### config.mk
export PLATFORM = sky130hd
export DESIGN_NAME = svi_ofifo
export DESIGN_NICKNAME = d
export VERILOG_FILES = /design/src/rtl/svi_pkg.sv /design/src/rtl/svi_ofifo.sv
export SDC_FILE = /design/constraint.sdc
export NUM_CORES = 1
export LEC_CHECK = 0
export BUFFER_PORTS_ARGS = -buffer_cell sky130_fd_sc_hd__buf_2
export CAP_MARGIN = 20
export CORE_MARGIN = 2
export CORE_UTILIZATION = 61
export DETAILED_ROUTE_END_ITERATION = 10
export GPL_ROUTABILITY_DRIVEN = 0
export GPL_TIMING_DRIVEN = 0
export PLACE_DENSITY = 0.85
export REMOVE_ABC_BUFFERS = 1
export SETUP_SLACK_MARGIN = 0.02
export SLEW_MARGIN = 20
export SYNTH_ARGS = -nofsm -noshare
export SYNTH_HDL_FRONTEND = slang
export SYNTH_SLANG_ARGS = --single-unit
### constraint.sdc
create_clock -name clk -period 7.2 [get_ports clk]
set_input_delay 1.44 -clock clk [delete_from_list [all_inputs] [get_ports clk]]
set_output_delay 1.44 -clock clk [all_outputs]
set_load 0.03 [all_outputs]
### src/rtl/svi_pkg.sv
// shared types and constants for the streamfunction velocity interpolator
// no dependencies; used by every module of the block except svi_ram
package svi_pkg;

	// grid geometry
	localparam int MAX_COLS = 64;
	localparam int MAX_ROWS = 64;
	localparam int IDX_W    = 6;
	localparam int NODE_BANK_DEPTH = MAX_COLS * MAX_ROWS / 4;
	localparam int CELL_BANK_DEPTH = MAX_COLS * MAX_ROWS;

	// output queue depth, bounds queries in flight
	localparam int OFIFO_DEPTH = 16;
	localparam int OFIFO_AW    = $clog2(OFIFO_DEPTH);

	// operation codes
	localparam logic [1:0] OP_WR_NODE = 2'd0;
	localparam logic [1:0] OP_WR_CELL = 2'd1;
	localparam logic [1:0] OP_QUERY   = 2'd2;

	// register indexes
	localparam logic [1:0] REG_LAYOUT = 2'd0;
	localparam logic [1:0] REG_INV    = 2'd1;
	localparam logic [1:0] REG_COLS   = 2'd2;
	localparam logic [1:0] REG_ROWS   = 2'd3;

	typedef struct packed {
		logic              we_node;
		logic              we_cell;
		logic              rd;
		logic [IDX_W-1:0]  wcol;
		logic [IDX_W-1:0]  wrow;
		logic [1:0]        wcor;
		logic [31:0]       wdata;
		logic [IDX_W-1:0]  qcol;
		logic [IDX_W-1:0]  qrow;
	} store_req_t;

	typedef struct packed {
		logic        sat;
		logic [31:0] vel_y;
		logic [31:0] vel_x;
	} out_word_t;

endpackage

### src/rtl/svi_ofifo.sv
// result queue between the pipeline and the output channel
// depends on svi_pkg
module svi_ofifo (
	input  logic               clk,
	input  logic               arst_n,
	input  logic               push,
	input  svi_pkg::out_word_t wdata,
	input  logic               pop,
	output logic               nonempty,
	output svi_pkg::out_word_t rdata
);

	svi_pkg::out_word_t          mem_q [svi_pkg::OFIFO_DEPTH];
	logic [svi_pkg::OFIFO_AW-1:0] wp_q, rp_q;
	logic [svi_pkg::OFIFO_AW:0]   cnt_q;

	always_ff @(posedge clk or negedge arst_n) begin
		if (!arst_n) begin
			wp_q  <= '0;
			rp_q  <= '0;
			cnt_q <= '0;
		end else begin
			if (push) wp_q <= wp_q + 1'b1;
			if (pop)  rp_q <= rp_q + 1'b1;
			cnt_q <= cnt_q + (svi_pkg::OFIFO_AW+1)'(push) - (svi_pkg::OFIFO_AW+1)'(pop);
		end
	end

	always_ff @(posedge clk) begin
		if (push) mem_q[wp_q] <= wdata;
	end

	assign nonempty = (cnt_q != '0);
	assign rdata    = mem_q[rp_q];

endmodule

Word-level counts from Yosys, hierarchy flattened. Memory sizes are Yosys's and may differ from the RTL's. Index checks and enable logic that the tools add are counted.

Multiplexer cells: 2. Equality and inequality tests: 0. Shift-type cells: 0. Reduce and logical (&&, ||, !) cells: 1. Div/mod/pow operators: 0. $lt $le $gt $ge: 0. Multipliers: 0. Bitwise gates (word level): 0. Add/subtract/negate cells: 4.

Operators with widths (number): $add 4x1->4 const B (2); $add 5x1->5 (1); $reduce_bool 5->1 (1); $sub 5x1->5 (1); $mux 1 (2).

Bits in latches: 0. Word-level logic and storage cells: 11. RAM bits: 1040. Flip-flop bits (word level): 13. Memories: 1. Output and inout port bits: 66. ROM bits: 0. Input bits: 69.

Memory list: mem_q (depth 16, bits a word 65, rd ports 1, clocked after memory_dff 0, wr ports 1, RTL line svi_ofifo.sv:13) `svi_pkg::out_word_t mem_q [svi_pkg::OFIFO_DEPTH];`.

Depth between registers and ports, before layout.
Depth after elaboration: 2. Depth in mapped cells: 8. Gate-level depth less buffers: 8.

Worst setup path before layout. Ideal clock, no wire load.

Path type: input port to flip-flop. Start point: input port push. End point: memory mem_q[3][0] (netlist name), enable pin. Setup time: 0.568 ns. Path buffers: 1. Data required time: 6.632 ns. Stages: 3. Arrival time: 6.265 ns. Slack: 0.367 ns. Path through: clkbuf_1 -> nand2_1 -> nor3_1.

Cells in the longest elaborated chain, start to end: 2.

RTL lines: from (decl) (RTL line svi_ofifo.sv:6) `input logic push,`; $mux 1 (RTL line svi_ofifo.sv:30) `if (push) mem_q[wp_q] <= wdata;`; $mux 1 (not written as such) (RTL line svi_ofifo.sv:30); to (decl) (RTL line svi_ofifo.sv:13).

No other way between the ends.

==> tab_implementation.tex <==
\begin{tabular}{lr}
\hline
Metric & Value \\
\hline
\multicolumn{2}{l}{\textbf{CTS}} \\
\quad Count of buffers added by post-CTS timing repair for setup & 0 \\
\quad Num CTS Buffers & 98 \\
\quad Sinks on Clock Net & 1053 \\
\quad Clock latency reported for the late side of the worst-skew pair & 0.66 ns \\
\quad Bufs on Longest Clock Path & 3 \\
\quad Total number of H-tree levels & 3 \\
\quad CTS tree & done \\
\quad Number of buffers inserted by hold repair at cts & 0 \\
\quad CTS root buf & clkbuf\_16 \\
\quad PostCTS Resize Cnt & 0 \\
\quad Register clock-pin slew on the reported worst setup and hold paths & 0.07 ns \\
\multicolumn{2}{l}{\textbf{Cells and area}} \\
\quad Net total in the final layout & 2007 \\
\quad Area overhead of the layout relative to synthesis & 17.0\% \\
\quad Commonest cells after routing, fill and taps aside & edfxtp\_1 (1040), mux4\_2 (260), buf\_2 (134) \\
\quad Final Core Density & 72.0\% \\
\quad Most common library cell in the layout ignoring fill and taps & edfxtp\_1 \\
\quad Filler cell count & 3262 \\
\quad Share of layout cells above drive strength 1 & 33.4\% \\
\multicolumn{2}{l}{\textbf{Yosys}} \\
\quad Main combinational cell family by area after synthesis & multiplexers \\
\quad Count of mapped cells out of synthesis & 1665 \\
\quad Area share of xor/xnor cells in the synthesized design & 0.221\% \\
\quad Simple-gate share of the synthesized area & 0.992\% \\
\quad Adder and majority cell fraction of the synthesized area & 0.398\% \\
\quad Mux contribution to synthesized area & 14.8\% \\
\quad Register area share after synthesis & 79.7\% \\
\quad Mean post-synth cell area & 23.8 um\^{}2 \\
\quad Post-synthesis compound-gate area fraction & 2.54\% \\
\quad Flip-flop and latch count after synthesis & 1053 \\
\quad Cell area after synthesis & 39600 um\^{}2 \\
\quad Distinct cell type count of the synthesized netlist & 27 \\
\quad Count of warnings emitted by yosys & 0 \\
\multicolumn{2}{l}{\textbf{Setup path}} \\
\quad Worst path most repeated cell & buf\_16 \\
\quad Critical path cell sequence & buf\_16 -> buf\_16 -> buf\_16 -> buf\_16 -> mux4\_2 -> a22oi\_1 -> nand2\_1 -> buf\_2 \\
\quad Setup Crit Path Kind & flop to output port \\
\quad Bufs and invs on worst path & 5 \\
\quad Category of cells accounting for the largest share of critical-path delay & buffers and inverters \\
\quad Delay of the slowest cell on the worst path & 0.76 ns \\
\quad Capturing element type of the critical path & output port \\
\quad Element type at the critical path start & flop \\
\quad Critical-path maximum fanout & 36 \\
\quad Data required time of the critical path & 5.76 ns \\
\quad CP Data Arrival Time & 3.82 ns \\
\quad Slowest stage cell on the critical path & dfrtp\_4 \\
\multicolumn{2}{l}{\textbf{Route}} \\
\quad Count of TritonRoute iterations in the first routing pass & 6 \\
\quad Count of unresolved DRC violations after routing & 0 \\
\quad DRT Wirelength & 102000 um \\
\quad Average wire per standard cell & 35.7 um \\
\quad Detailed Route Iter0 Violations & 3143 \\
\quad Post-route ant nets & 0 \\
\quad Via count & 20100 \\
\quad Average vias per placed instance & 7.00 \\
\multicolumn{2}{l}{\textbf{STA}} \\
\quad Number of failing setup endpoints in the final timing report & 0 \\
\quad Max Clock Freq & 0.190 GHz \\
\quad Tmin final & 5.26 ns \\
\quad Measured slew at the worst slew-check pin & 0.766 ns \\
\quad Clock tree skew after final layout & 0.0175 ns \\
\quad Number of hold violations in the final report & 0 \\
\quad Final period util & 73.1\% \\
\quad Worst rel slew slack & 48.8\% \\
\quad Setup repair after global routing missed its margin & no \\
\quad Number of pins with negative max-slew slack in the final report & 0 \\
\multicolumn{2}{l}{\textbf{GRT}} \\
\quad Vias in the first global route & 20800 \\
\quad Largest net degree at the start of global routing & 50 \\
\quad First-pass GRT wire length & 147000 um \\
\quad Total overflow reported by the global router & 0 \\
\quad Initial antenna violation count & 9 \\
\quad Total routing usage reported by global routing & 31.1\% \\
\multicolumn{2}{l}{\textbf{Min path}} \\
\quad Class of the tightest hold or removal check & flop to flop \\
\multicolumn{2}{l}{\textbf{Place}} \\
\quad Detailed-placement wirelength estimate & 56700 um \\
\quad Number of buffers added on ports & 134 \\
\multicolumn{2}{l}{\textbf{Power and ir drop}} \\
\quad Total power after layout & 19.3 mW \\
\quad Power density over the cells & 417 nW/um\^{}2 \\
\quad Static leakage power & 15.1 nW \\
\quad Worst VDD drop & 0.303 mV \\
\multicolumn{2}{l}{\textbf{Floorplanning}} \\
\quad Total I/O pin count & 135 \\
\quad Initial core utilization & 61.5\% \\
\quad Overall die width & 259 um \\
\quad FP Rows & 93 \\
\quad Die Height & 259 um \\
\quad Area of the die & 67000 um\^{}2 \\
\quad Area of the placeable core & 64300 um\^{}2 \\
\multicolumn{2}{l}{\textbf{Status}} \\
\quad Result of the run & finished, final reports clean \\
\multicolumn{2}{l}{\textbf{Flow run}} \\
\quad Max-cap viol count & 0 \\
\hline
\end{tabular}
[worst reg2reg max path, delay by kind of cell, from the launching register on]
kind | cells | cell delay (ns)
buffers and inverters | 5 | 1.11
and+or+nand+nor | 2 | 0.70
DFF | 1 | 0.43
adders and majority gates | 1 | 0.19
[synthesized netlist by cell type, drive strengths merged]
cell / count / share of area, %
dfrtp: 13 / 0.82
nor2: 13 / 0.12
clkbuf: 42 / 0.40
or4b: 1 / 0.025
a22oi: 130 / 2.5
xnor2: 5 / 0.11
inv: 8 / 0.076
xor2: 5 / 0.11
mux2: 1 / 0.028
buf: 47 / 0.89
o21bai: 1 / 0.019
nand2: 72 / 0.68
mux4: 260 / 15
a21o: 1 / 0.019
ha: 11 / 0.35
nor3: 4 / 0.051
fa: 1 / 0.051
a21oi: 2 / 0.025
and2: 1 / 0.016
edfxtp: 1040 / 79
nand2b: 2 / 0.032
nor2b: 2 / 0.032
nand4: 2 / 0.032
o21ai: 1 / 0.013
[metal layers]
layer  vias to the layer above  track usage, %  part of all wire [%]
met5                         -               0                 0.054
met4                         8            12.2                   3.9
met3                       269            5.53                    10
met2                      1578            51.0                    51
met1                     10600            42.6                    34
li1                       7686               -                     -
[worst paths after layout]
| check | from | to | slack [ns] | cells past startpoint |
|---|---|---|---|---|
| setup / recovery | rp_q[0] | rdata[58] | 1.94 | 8 |
| hold / removal | wp_q[0] | wp_q[0] | 0.58 | 1 |
| setup reg to reg | wp_q[1] | mem_q[1][59] | 4.49 | 8 |
| hold reg to reg | wp_q[0] | wp_q[0] | 0.58 | 1 |
| max in group asynchronous | arst_n | rp_q[1] | 6.23 | 1 |
| min in group asynchronous | arst_n | cnt_q[1] | 0.67 | 1 |
[sequential cells by signal (all words and copies together), names as in the netlist]
| signal | cells |
|---|---|
| mem_q | 1040 |
| rp_q | 4 |
| wp_q | 4 |
| cnt_q | 5 |
[layout make-up]
type                    instances  area (um^2)  area share (%)
well taps                     855         1070            2.31
clock buffers                 119         2570            5.55
flip-flops and latches       1053        31600            68.1
inverters                       8         30.0          0.0648
diodes                          7         17.5          0.0378
clock inverters                66          608            1.31
multi-input cells             515         7650            16.5
repair buffers                250         2850            6.14
[stage by stage]
stage	TNS (ns)	hold WS, ns	std cells	worst slack, ns	cell area [um^2]
2_1_floorplan	-362.93	0.493	1576	-5.38	39100
3_3_place_gp	-2848.93	0.506	2565	-9.54	40800
3_5_place_dp	0	0.550	2681	2.54	43200
4_1_cts	0	0.567	2866	1.80	46300
5_1_grt	0	0.611	2870	1.66	46300
6_report	0	0.580	2873	1.94	46400
[power by group]
part           internal [mW]  switching (mW)  leakage [nW]  total (mW)
combinational           2.58            3.81          3.97        6.39
sequential              7.38           0.310          9.55        7.69
clock                   2.92            2.31          1.55        5.23
[cell families (layout without fill, tap and decap cells)]
family                     after synthesis  in the layout
and+or+nand+nor                         97             97
DFF                                   1053           1053
buffers and inverters                   97            443
muxes                                  261            261
xor gates and xnor gates                10             10
AOI/OAI and AO/OA                      135            135
adders and majority gates               12             12
other                                    0              7
No activity file was read; power rests on OpenSTA's default activity.
